**src/dbcs_pkg.sv**
```systemverilog
// dbcs_pkg: shared types, codes and helpers of the decimal blink-code sequencer
// no dependencies; imported by dbcs_digit_split and the top level
package dbcs_pkg;

  // width of the millisecond down-counter
  localparam int unsigned TIMER_BITS = 16;

  // input operation codes
  typedef enum logic [1:0] {
    OP_TICK  = 2'd0,
    OP_START = 2'd1,
    OP_ABORT = 2'd2,
    OP_NONE  = 2'd3
  } op_t;

  // configuration register indexes
  typedef enum logic [2:0] {
    CFG_BLINK_LEVEL  = 3'd0,
    CFG_LONG_ON_MS   = 3'd1,
    CFG_SHORT_ON_MS  = 3'd2,
    CFG_OFF_MS       = 3'd3,
    CFG_DIGIT_GAP_MS = 3'd4,
    CFG_END_PAUSE_MS = 3'd5
  } cfg_idx_t;

  // sequence phase
  typedef enum logic [2:0] {
    PH_IDLE  = 3'd0,
    PH_ON    = 3'd1,
    PH_OFF   = 3'd2,
    PH_GAP   = 3'd3,
    PH_PAUSE = 3'd4
  } phase_t;

  // decimal split of one value
  typedef struct packed {
    logic [3:0] hundreds;
    logic [3:0] tens;
    logic [3:0] ones;
    logic [1:0] first_slot;
  } digits_t;

  // loads a duration into the timer, saturating at the counter maximum
  function automatic logic [TIMER_BITS-1:0] timer_load(input logic [15:0] ms);
    logic [32:0] wide;
    logic [32:0] lim;
    wide = {17'd0, ms};
    lim  = (33'd1 << TIMER_BITS) - 33'd1;
    if (wide > lim) begin
      timer_load = lim[TIMER_BITS-1:0];
    end else begin
      timer_load = wide[TIMER_BITS-1:0];
    end
  endfunction

endpackage

```
**src/dbcs_digit_split.sv**
```systemverilog
// dbcs_digit_split: splits an 8-bit value into hundreds, tens and ones
// depends on dbcs_pkg (digits_t)
module dbcs_digit_split (
  input  logic [7:0]        value,
  output dbcs_pkg::digits_t digits
);
  import dbcs_pkg::*;

  logic [13:0] h_prod;
  logic [1:0]  hund;
  logic [7:0]  h_x100;
  logic [6:0]  rem;
  logic [14:0] t_prod;
  logic [3:0]  tens;
  logic [6:0]  t_x10;
  logic [6:0]  ones_w;

  // x / 100 == (x * 41) >> 12 for x below 256
  assign h_prod = {6'd0, value} * 14'd41;
  assign hund   = h_prod[13:12];
  assign h_x100 = {6'd0, hund} * 8'd100;
  assign rem    = 7'(value - h_x100);
  // r / 10 == (r * 205) >> 11 for r below 100
  assign t_prod = {8'd0, rem} * 15'd205;
  assign tens   = t_prod[14:11];
  assign t_x10  = {3'd0, tens} * 7'd10;
  assign ones_w = rem - t_x10;

  always_comb begin
    digits.hundreds = {2'd0, hund};
    digits.tens     = tens;
    digits.ones     = ones_w[3:0];
    if (hund != 2'd0) begin
      digits.first_slot = 2'd0;
    end else if (tens != 4'd0) begin
      digits.first_slot = 2'd1;
    end else begin
      digits.first_slot = 2'd2;
    end
  end

endmodule

```
**src/decimal_blink_code_sequencer.sv**
```systemverilog
// decimal_blink_code_sequencer: top level, blinks an 8-bit number as decimal digits
// depends on dbcs_pkg and dbcs_digit_split
//
//  channel | handshake                | payload
//  --------+--------------------------+-------------------------------------------
//  input   | in_valid / in_stall      | operation[1:0], value[7:0]
//  output  | out_valid / out_stall    | level[7:0], busy_res, done_res, aborted
//  config  | cfg_we (no wait)         | cfg_index[2:0], cfg_data[15:0]
//
// each input word is handled as it is accepted: the phase and timer update is done in the
// same cycle the word is accepted and its result word is registered at that edge
// a new word can be accepted every cycle; the single output register is the only
// place a result waits, so input stalls only while that register is full and stalled
// reset (rst, synchronous) returns the config registers to their defaults and the
// sequence to idle with the held level at zero; of the result register only out_valid is reset
module decimal_blink_code_sequencer (
  input  logic        clk,
  input  logic        rst,
  // input words
  input  logic        in_valid,
  output logic        in_stall,
  input  logic [1:0]  operation,
  input  logic [7:0]  value,
  // result words
  output logic        out_valid,
  input  logic        out_stall,
  output logic [7:0]  level,
  output logic        busy_res,
  output logic        done_res,
  output logic        aborted,
  // configuration writes
  input  logic        cfg_we,
  input  logic [2:0]  cfg_index,
  input  logic [15:0] cfg_data
);
  import dbcs_pkg::*;

  // configuration registers
  logic [7:0]  blink_level;
  logic [15:0] long_on_ms;
  logic [15:0] short_on_ms;
  logic [15:0] off_ms;
  logic [15:0] digit_gap_ms;
  logic [15:0] end_pause_ms;

  // sequence state
  phase_t                phase, phase_next;
  logic [1:0]            digit_slot, digit_slot_next;
  logic [3:0]            digit_store [3];
  logic [3:0]            digit_store_next [3];
  logic [3:0]            blinks_left, blinks_left_next;
  logic [TIMER_BITS-1:0] ms_left, ms_left_next;
  logic [7:0]            level_now, level_now_next;

  // per-word control
  logic    accept_in;
  op_t     op;
  digits_t split;
  logic    expired;
  logic [3:0] blinks_dec;
  logic [3:0] next_digit;
  logic [1:0] slot_inc;
  logic    done_now;
  logic    abort_now;

  assign accept_in = in_valid & ~in_stall;
  // stall only while the result register is full and not being drained
  assign in_stall  = out_valid & out_stall;
  assign op        = op_t'(operation);

  dbcs_digit_split u_split (
    .value  (value),
    .digits (split)
  );

  // timer runs out on this tick when one (or zero) ms remains
  assign expired    = (ms_left <= TIMER_BITS'(1));
  assign blinks_dec = (blinks_left != 4'd0) ? 4'(blinks_left - 4'd1) : 4'd0;
  assign slot_inc   = 2'(digit_slot + 2'd1);

  // digit that follows the current slot, for the step out of the digit gap
  always_comb begin
    case (slot_inc)
      2'd1:    next_digit = digit_store[1];
      2'd2:    next_digit = digit_store[2];
      default: next_digit = digit_store[0];
    endcase
  end

  // next phase
  always_comb begin
    phase_next = phase;
    if (accept_in) begin
      case (op)
        OP_TICK: begin
          if (expired) begin
            case (phase)
              PH_ON:    phase_next = PH_OFF;
              PH_OFF:   phase_next = (blinks_dec != 4'd0) ? PH_ON : PH_GAP;
              PH_GAP:   phase_next = (digit_slot < 2'd2) ? PH_ON : PH_PAUSE;
              PH_PAUSE: phase_next = PH_IDLE;
              default:  phase_next = PH_IDLE;
            endcase
          end
        end
        OP_START: phase_next = PH_ON;
        OP_ABORT: phase_next = PH_IDLE;
        default:  phase_next = phase;
      endcase
    end
  end

  // datapath and result flags
  always_comb begin
    digit_slot_next     = digit_slot;
    digit_store_next[0] = digit_store[0];
    digit_store_next[1] = digit_store[1];
    digit_store_next[2] = digit_store[2];
    blinks_left_next    = blinks_left;
    ms_left_next        = ms_left;
    level_now_next      = level_now;
    done_now            = 1'b0;
    abort_now           = 1'b0;
    if (accept_in) begin
      case (op)
        OP_TICK: begin
          if (phase != PH_IDLE) begin
            if (!expired) begin
              ms_left_next = ms_left - TIMER_BITS'(1);
            end else begin
              ms_left_next = '0;
              case (phase)
                PH_ON: begin
                  level_now_next = 8'd0;
                  ms_left_next   = timer_load(off_ms);
                end
                PH_OFF: begin
                  blinks_left_next = blinks_dec;
                  if (blinks_dec != 4'd0) begin
                    level_now_next = blink_level;
                    ms_left_next   = timer_load(long_on_ms);
                  end else begin
                    ms_left_next   = timer_load(digit_gap_ms);
                  end
                end
                PH_GAP: begin
                  if (digit_slot < 2'd2) begin
                    // begin the next digit: a zero digit is one short blink
                    digit_slot_next = slot_inc;
                    level_now_next  = blink_level;
                    if (next_digit == 4'd0) begin
                      blinks_left_next = 4'd1;
                      ms_left_next     = timer_load(short_on_ms);
                    end else begin
                      blinks_left_next = next_digit;
                      ms_left_next     = timer_load(long_on_ms);
                    end
                  end else begin
                    ms_left_next = timer_load(end_pause_ms);
                  end
                end
                default: begin
                  // final pause done
                  done_now = 1'b1;
                end
              endcase
            end
          end
        end
        OP_START: begin
          // restart at once from the first nonzero digit (ones always shown)
          digit_store_next[0] = split.hundreds;
          digit_store_next[1] = split.tens;
          digit_store_next[2] = split.ones;
          digit_slot_next     = split.first_slot;
          level_now_next      = blink_level;
          case (split.first_slot)
            2'd0: begin
              blinks_left_next = split.hundreds;
              ms_left_next     = timer_load(long_on_ms);
            end
            2'd1: begin
              blinks_left_next = split.tens;
              ms_left_next     = timer_load(long_on_ms);
            end
            default: begin
              if (split.ones == 4'd0) begin
                blinks_left_next = 4'd1;
                ms_left_next     = timer_load(short_on_ms);
              end else begin
                blinks_left_next = split.ones;
                ms_left_next     = timer_load(long_on_ms);
              end
            end
          endcase
        end
        OP_ABORT: begin
          // level is left as it was, even mid-blink
          if (phase != PH_IDLE) begin
            ms_left_next     = '0;
            blinks_left_next = 4'd0;
            abort_now        = 1'b1;
          end
        end
        default: begin
          // unused code: result only reports the state
        end
      endcase
    end
  end

  // configuration registers; indexes beyond the list are ignored
  always_ff @(posedge clk) begin
    if (rst) begin
      blink_level  <= 8'd255;
      long_on_ms   <= 16'd200;
      short_on_ms  <= 16'd8;
      off_ms       <= 16'd400;
      digit_gap_ms <= 16'd600;
      end_pause_ms <= 16'd1000;
    end else if (cfg_we) begin
      case (cfg_idx_t'(cfg_index))
        CFG_BLINK_LEVEL:  blink_level  <= cfg_data[7:0];
        CFG_LONG_ON_MS:   long_on_ms   <= cfg_data;
        CFG_SHORT_ON_MS:  short_on_ms  <= cfg_data;
        CFG_OFF_MS:       off_ms       <= cfg_data;
        CFG_DIGIT_GAP_MS: digit_gap_ms <= cfg_data;
        CFG_END_PAUSE_MS: end_pause_ms <= cfg_data;
        default: begin
        end
      endcase
    end
  end

  // sequence state
  always_ff @(posedge clk) begin
    if (rst) begin
      phase          <= PH_IDLE;
      digit_slot     <= 2'd0;
      digit_store[0] <= 4'd0;
      digit_store[1] <= 4'd0;
      digit_store[2] <= 4'd0;
      blinks_left    <= 4'd0;
      ms_left        <= '0;
      level_now      <= 8'd0;
    end else begin
      phase          <= phase_next;
      digit_slot     <= digit_slot_next;
      digit_store[0] <= digit_store_next[0];
      digit_store[1] <= digit_store_next[1];
      digit_store[2] <= digit_store_next[2];
      blinks_left    <= blinks_left_next;
      ms_left        <= ms_left_next;
      level_now      <= level_now_next;
    end
  end

  // result register: loads on every accepted word, holds while stalled
  always_ff @(posedge clk) begin
    if (rst) begin
      out_valid <= 1'b0;
    end else if (accept_in) begin
      out_valid <= 1'b1;
    end else if (!out_stall) begin
      out_valid <= 1'b0;
    end
  end

  always_ff @(posedge clk) begin
    if (accept_in) begin
      level    <= level_now_next;
      busy_res <= (phase_next != PH_IDLE);
      done_res <= done_now;
      aborted  <= abort_now;
    end
  end

endmodule

```
**config.mk**
```make
export PLATFORM = sky130hd
export DESIGN_NAME = decimal_blink_code_sequencer
export DESIGN_NICKNAME = d
export VERILOG_FILES = /design/src/dbcs_pkg.sv /design/src/dbcs_digit_split.sv /design/src/decimal_blink_code_sequencer.sv
export SDC_FILE = /design/constraint.sdc
export NUM_CORES = 1
export LEC_CHECK = 0
export ABC_AREA = 1
export BUFFER_PORTS_ARGS = -buffer_cell sky130_fd_sc_hd__buf_4
export CAP_MARGIN = 20
export CORE_ASPECT_RATIO = 1.25
export CORE_MARGIN = 2
export CORE_UTILIZATION = 65
export DETAILED_ROUTE_END_ITERATION = 12
export HOLD_SLACK_MARGIN = 0.03
export PLACE_DENSITY = 0.84
export SKIP_CTS_REPAIR_TIMING = 1
export SLEW_MARGIN = 20
export SYNTH_ARGS = -nofsm -noshare
export SYNTH_HDL_FRONTEND = slang
export SYNTH_SLANG_ARGS = --single-unit
```
**constraint.sdc**
```tcl
create_clock -name clk -period 16.42 [get_ports clk]
set_clock_uncertainty 0.1 [all_clocks]
set_input_delay 0.821 -clock clk [delete_from_list [all_inputs] [get_ports clk]]
set_output_delay 0.821 -clock clk [all_outputs]
set_load 0.005 [all_outputs]
```
# Word level (Yosys, flattened, before mapping)
# Memories as Yosys holds them, arrays and structs flattened.
# Index checks and enable logic that the tools add are counted.
word_totals:
  regBits: 133
  mem_bits_rw: 12
  in_bits: 34
  output_inout_bits: 13
  elab_cells: 133
  memories: 1
memory_table:
  columns: ["name", "depth", "width", "rd", "rd_ports_with_merged_regs", "wr", "line_no", "text"]
  rows:
  - ["digit_store", 3, 4, 3, 0, 3, "decimal_blink_code_sequencer.sv:49", "logic [3:0] digit_store [3];"]
classes:
  add_sub_neg: 5
  n_mul: 4
  n_lt_le_gt_ge: 2
  n_eq_ne: 21
  mux: 53
  bitwise_logic: 6
  n_reduce_logical: 25
ops:
  columns: ["op", "count"]
  rows:
  - ["$mux 16", 8]
  - ["$pmux 16 s3", 2]
  - ["$mux 4", 10]
  - ["$mux 8", 5]
  - ["$mux 12", 2]
  - ["$pmux 4 s2", 3]
  - ["$pmux 8 s3", 1]
  - ["$pmux 3 s3", 2]
  - ["$le 16x1->1 const B", 1]
  - ["$pmux 8 s2", 1]
  - ["$sub 16x1->16 const B", 1]
  - ["$mul 7x8->15 const B", 1]
  - ["$mul 8x6->14 const B", 1]
  - ["$mux 2", 7]
  - ["$eq 3x2->1 const B", 4]
  - ["$pmux 4 s3", 1]
  - ["$reduce_and 2->1", 6]
  - ["$reduce_bool 4->1", 3]
  - ["$ne 2x2->1 const B", 5]
  - ["$mux 3", 3]
  - ["$reduce_bool 3->1", 3]
  - ["$logic_not 4->1", 2]
  - ["$mux 1", 7]
  - ["$reduce_and 7->1", 1]
  - ["other kinds (26)", 36]

# Logic depth before layout (Yosys ltp)
logic_depth:
  ltp_word: 11
  depth_mapped: 46
  depth_no_buf: 45

# Hierarchy
# From an unflattened synthesis, not the netlist that was laid out.
unflattened:
  hier_cells: 1386
  area_unflattened_um2: 9600.5
by_module_without_submodules:
  columns: ["mod", "n_inst", "cells_each", "area_per_inst_um2", "seq_area_each_um2"]
  rows:
  - ["decimal_blink_code_sequencer", 1, 1139, 7761.2, 3012.9]
  - ["dbcs_digit_split", 1, 247, 1839.3, 0.0]

# Worst setup path after synthesis
# Ideal clock, no wire load.
synth_path:
  path_type: "input port to flip-flop"
  from: "in value[2]"
  to: "reg ms_left[6]"
  setup_time_ns: 0.119
  arrival_ns: 7.654
  t_required_ns: 16.201
  path_slack_ns: 8.546
  stages: 37
  n_path_buf: 1
  cell_sequence: "ha_1 > fa_1 > ha_1 > ha_1 > nand2_1 > nand3b_1 > nand2_1 > nand2_1 > nand3_1 > nand2_2 > inv_1 > ha_1 > inv_1 > ha_1 > inv_1 > nand3_1 > a21oi_1 > xor2_1 > ha_1 > fa_1 > fa_1 > ha_1 > ha_1 > nand2_1 > nor2_1 > a21oi_1 > nand3_1 > nand2_1 > nand2_2 > ha_1 > inv_1 > fa_1 > nor3_2 > clkbuf_8 > nand4_1 > nand3_2 > a21oi_1"
synth_rtl:
  columns: ["item", "line_no", "text"]
  rows:
  - ["start: declaration", "decimal_blink_code_sequencer.sv:23", "input logic [7:0] value,"]
  - ["end signal: assignment", "decimal_blink_code_sequencer.sv:253", "ms_left <= ms_left_next;"]
  - ["end: declaration", "decimal_blink_code_sequencer.sv:52", "logic [TIMER_BITS-1:0] ms_left, ms_left_next;"]

==> impl_metrics.yaml <==
run_status:
  outcome: "finished, final reports clean"
finish:
  layout-drive-gt1-share: 0.0996
  fin_nets: 1482
  layout.cells.non_filler: 1551
  layout_commonest_cell: "nand2_1"
  syn_to_final_growth_pct: 10.2
  diodes: 0
  final_cell_mix: "nand2_1 (261), inv_1 (165), nor2_1 (155), o21ai_0 (137), dfxtp_1 (132)"
  final_cell_area_um2: 10300
placed_design:
  io_buffers: 46
  place_ws_ns: 7.79
  dpl-instance-area_um2: 9690
  gp_congestion: 0.882
  dp_hpwl_um: 17400
  dp_cells: 1519
floorplanning:
  core_um2: 13900
  pin_count: 47
  dieArea_um2: 15300
  die_w_um: 111
  start_util: 0.669
  die_h_um: 138
  num_rows: 48
pwr:
  max-vdd-ir-drop_mv: 0.243
  clock_power_share: 0.200
  seq_power_share: 0.200
  p_total_uw: 1910
  pwr-share-comb: 0.600
  intPower_uw: 943
  switching_share: 0.505
  p_leak_uw: 0.00496
  switching_power_uw: 964
  power_density_nw_per_um2: 185
critical_path:
  crit_buf_inv: 8
  criticalPathCategory: "in -> reg"
  startpoint_type: "primary input"
  worst_path_max_delay_cell: "fa_1"
  crit_family: "adder cells"
  critPathArrivalTime_ns: 8.47
  cp_slowest_stage_delay_ns: 0.51
  cp_max_fo: 20
  crit_required_ns: 16.69
  crit_path_frequent_cell: "ha_1"
  cp-end-kind: "flip-flop"
sta:
  fin_crit_sh: 0.500
  final-hold-violation-count: 0
  finalSetupViolCount: 0
  layout_setup_ws_ns: 8.21
  slew_headroom: 0.325
  period_minus_slack_ns: 8.21
  tightest_slew_ns: 1.01
  final.setup.tns_ns: 0
  rsz0062_at_grt: "no"
  fmax_ghz: 0.122
  finalMaxSlewViolations: 0
grt:
  met3_usage: 0.0551
  grt_usage: 0.318
  grt_pass1_wl_um: 39600
  grt_most_used_layer: "met2"
  met1_usage: 0.421
  grt-ovfl-total: 0
  grt_pass1_vias: 8144
  antenna_found_initial: 0
  grtUsageMet2: 0.537
  grt_max_degree: 116
synthesis:
  synth_cells: 1338
  ys_ff_latch: 143
  synth_warnings: 0
  syn_area_um2: 9330
  synth_top_cell_by_area: "dfxtp_1"
  async_reset_ff_frac: 0
  ys_top_cells_by_area: "dfxtp_1 (28%), nand2_1 (11%), ha_1 (9.9%)"
  synth_ff_type: "dfxtp_1"
  synthesis.nets: 1457
  synth.avg_cell_area_um2: 6.97
  ys_seq_area_frac: 0.319
  yosysUniqueCellTypes: 53
  synth_edf_count: 11
  synth_top_area_share: 0.283
detailed_routing:
  via_per_inst: 5.80
  via_count: 8994
  drt_iter0_drc: 904
  wl_um: 24100
  routedWlPerCell_um: 15.5
  drc: 0
  drtPass1Iterations: 6
  postRouteAntennaNets: 0
clocking:
  cts_max_level: 4
  cts_root_buf: "clkbuf_16"
  cts_tree: "done"
  clock_latency_ns: 0.44
  cts.path.max_buffers: 2
  cts_made_buffers: 17
  cts.sinks: 143
  clkTransAtPathRegs_ns: 0.07
min_path:
  hold_path_class: "reg -> reg"
flow_run:
  maxCapViolations: 0
==> metal layers <==
metal / share of wire / routed length (µm)
met1: 0.44 / 10500
met2: 0.47 / 11200
met4: 0.020 / 491
met5: 0 / 0
met3: 0.077 / 1860
==> power by group through the flow <==
stage                     Combinational, µW  Clock (µW)  Sequential (µW)
after floorplan                         971           0              386
after global placement                 1090           0              387
after detailed placement               1120           0              388
after CTS                              1130         382              380
after global routing                   1280         398              383
final                                  1140         381              381
==> worst paths after layout <==
check | startpoint | end | slack, ns | depth (start not counted)
setup / recovery | value[4] | ms_left[10] | 8.21 | 43
hold / removal | digit_gap_ms[9] | digit_gap_ms[9] | 0.35 | 2
setup reg to reg | blinks_left[3] | ms_left[12] | 13.43 | 11
hold reg to reg | digit_gap_ms[9] | digit_gap_ms[9] | 0.35 | 2
==> worst register-to-register path: stages (launching register included) <==
cell and delay [ns]:
dfxtp_1 0.37, nor2_1 0.09, nand2_1 0.55, inv_1 0.51
nor2_1 0.20, nor2_1 0.06, a221oi_1 0.45, nand2_1 0.13
nand2_1 0.09, o21ai_0 0.08, a21oi_1 0.18, a21oi_2 0.08
==> cells in the mapped netlist, types with 2 or more instances <==
library cell  count
clkinv_1          3
a22oi_1           2
dfxtp_1         132
nand2_1         261
clkbuf_1         33
clkbuf_8          4
a21oi_1          98
o21ai_2           3
ha_1             74
nor2_2            6
nor3_1            6
nor2_1          156
xnor2_1           4
nor3_2            2
xor2_1            7
buf_6             3
o22ai_1           4
nand2_2          12
a21oi_2           7
o211ai_1          7
nand2_4           2
o21ai_1           3
nand3_2           5
a211oi_1          3
nand3b_1          2
o21ai_0         137
edfxtp_1         11
buf_2             5
nand4_1          31
nor2_4            3
a31oi_1           4
fa_1             11
inv_1           166
a221oi_1         13
nand3_1          96
inv_2             5
==> flip-flops by register name, summed over array words and instances, names as in the netlist <==
signal,count
busy_res,1
digit_slot,2
done_res,1
blinks_left,4
digit_store,10
long_on_ms,16
digit_gap_ms,16
ms_left,16
short_on_ms,16
out_valid,1
off_ms,16
phase,3
blink_level,8
aborted,1
level_now,8
end_pause_ms,16
level,8
==> cell type report <==
type | count | area (µm²)
repair buffers | 54 | 405
clock inverters | 15 | 166
flip-flops and latches | 143 | 2970
fillers | 1089 | 3650
well taps | 175 | 219
inverters | 174 | 653
clock buffers | 17 | 425
multi-input cells | 973 | 5440
==> through the flow <==
| step | utilization | hold WS [ns] |
|---|---|---|
| after floorplan | - | 0.324 |
| after global placement | 0.695 | 0.334 |
| after detailed placement | 0.695 | 0.337 |
| after CTS | 0.738 | 0.355 |
| after global routing | 0.738 | 0.377 |
| final | 0.738 | 0.355 |
==> kinds of logic after synthesis <==
logic type	synth area share
buffers and inverters	0.0989
adders and majority gates	0.123
AOI/OAI and AO/OA	0.171
xor gates and xnor gates	0.0103
and+or+nand+nor	0.279
DFF	0.319
Power figures use the tool's default switching activity.
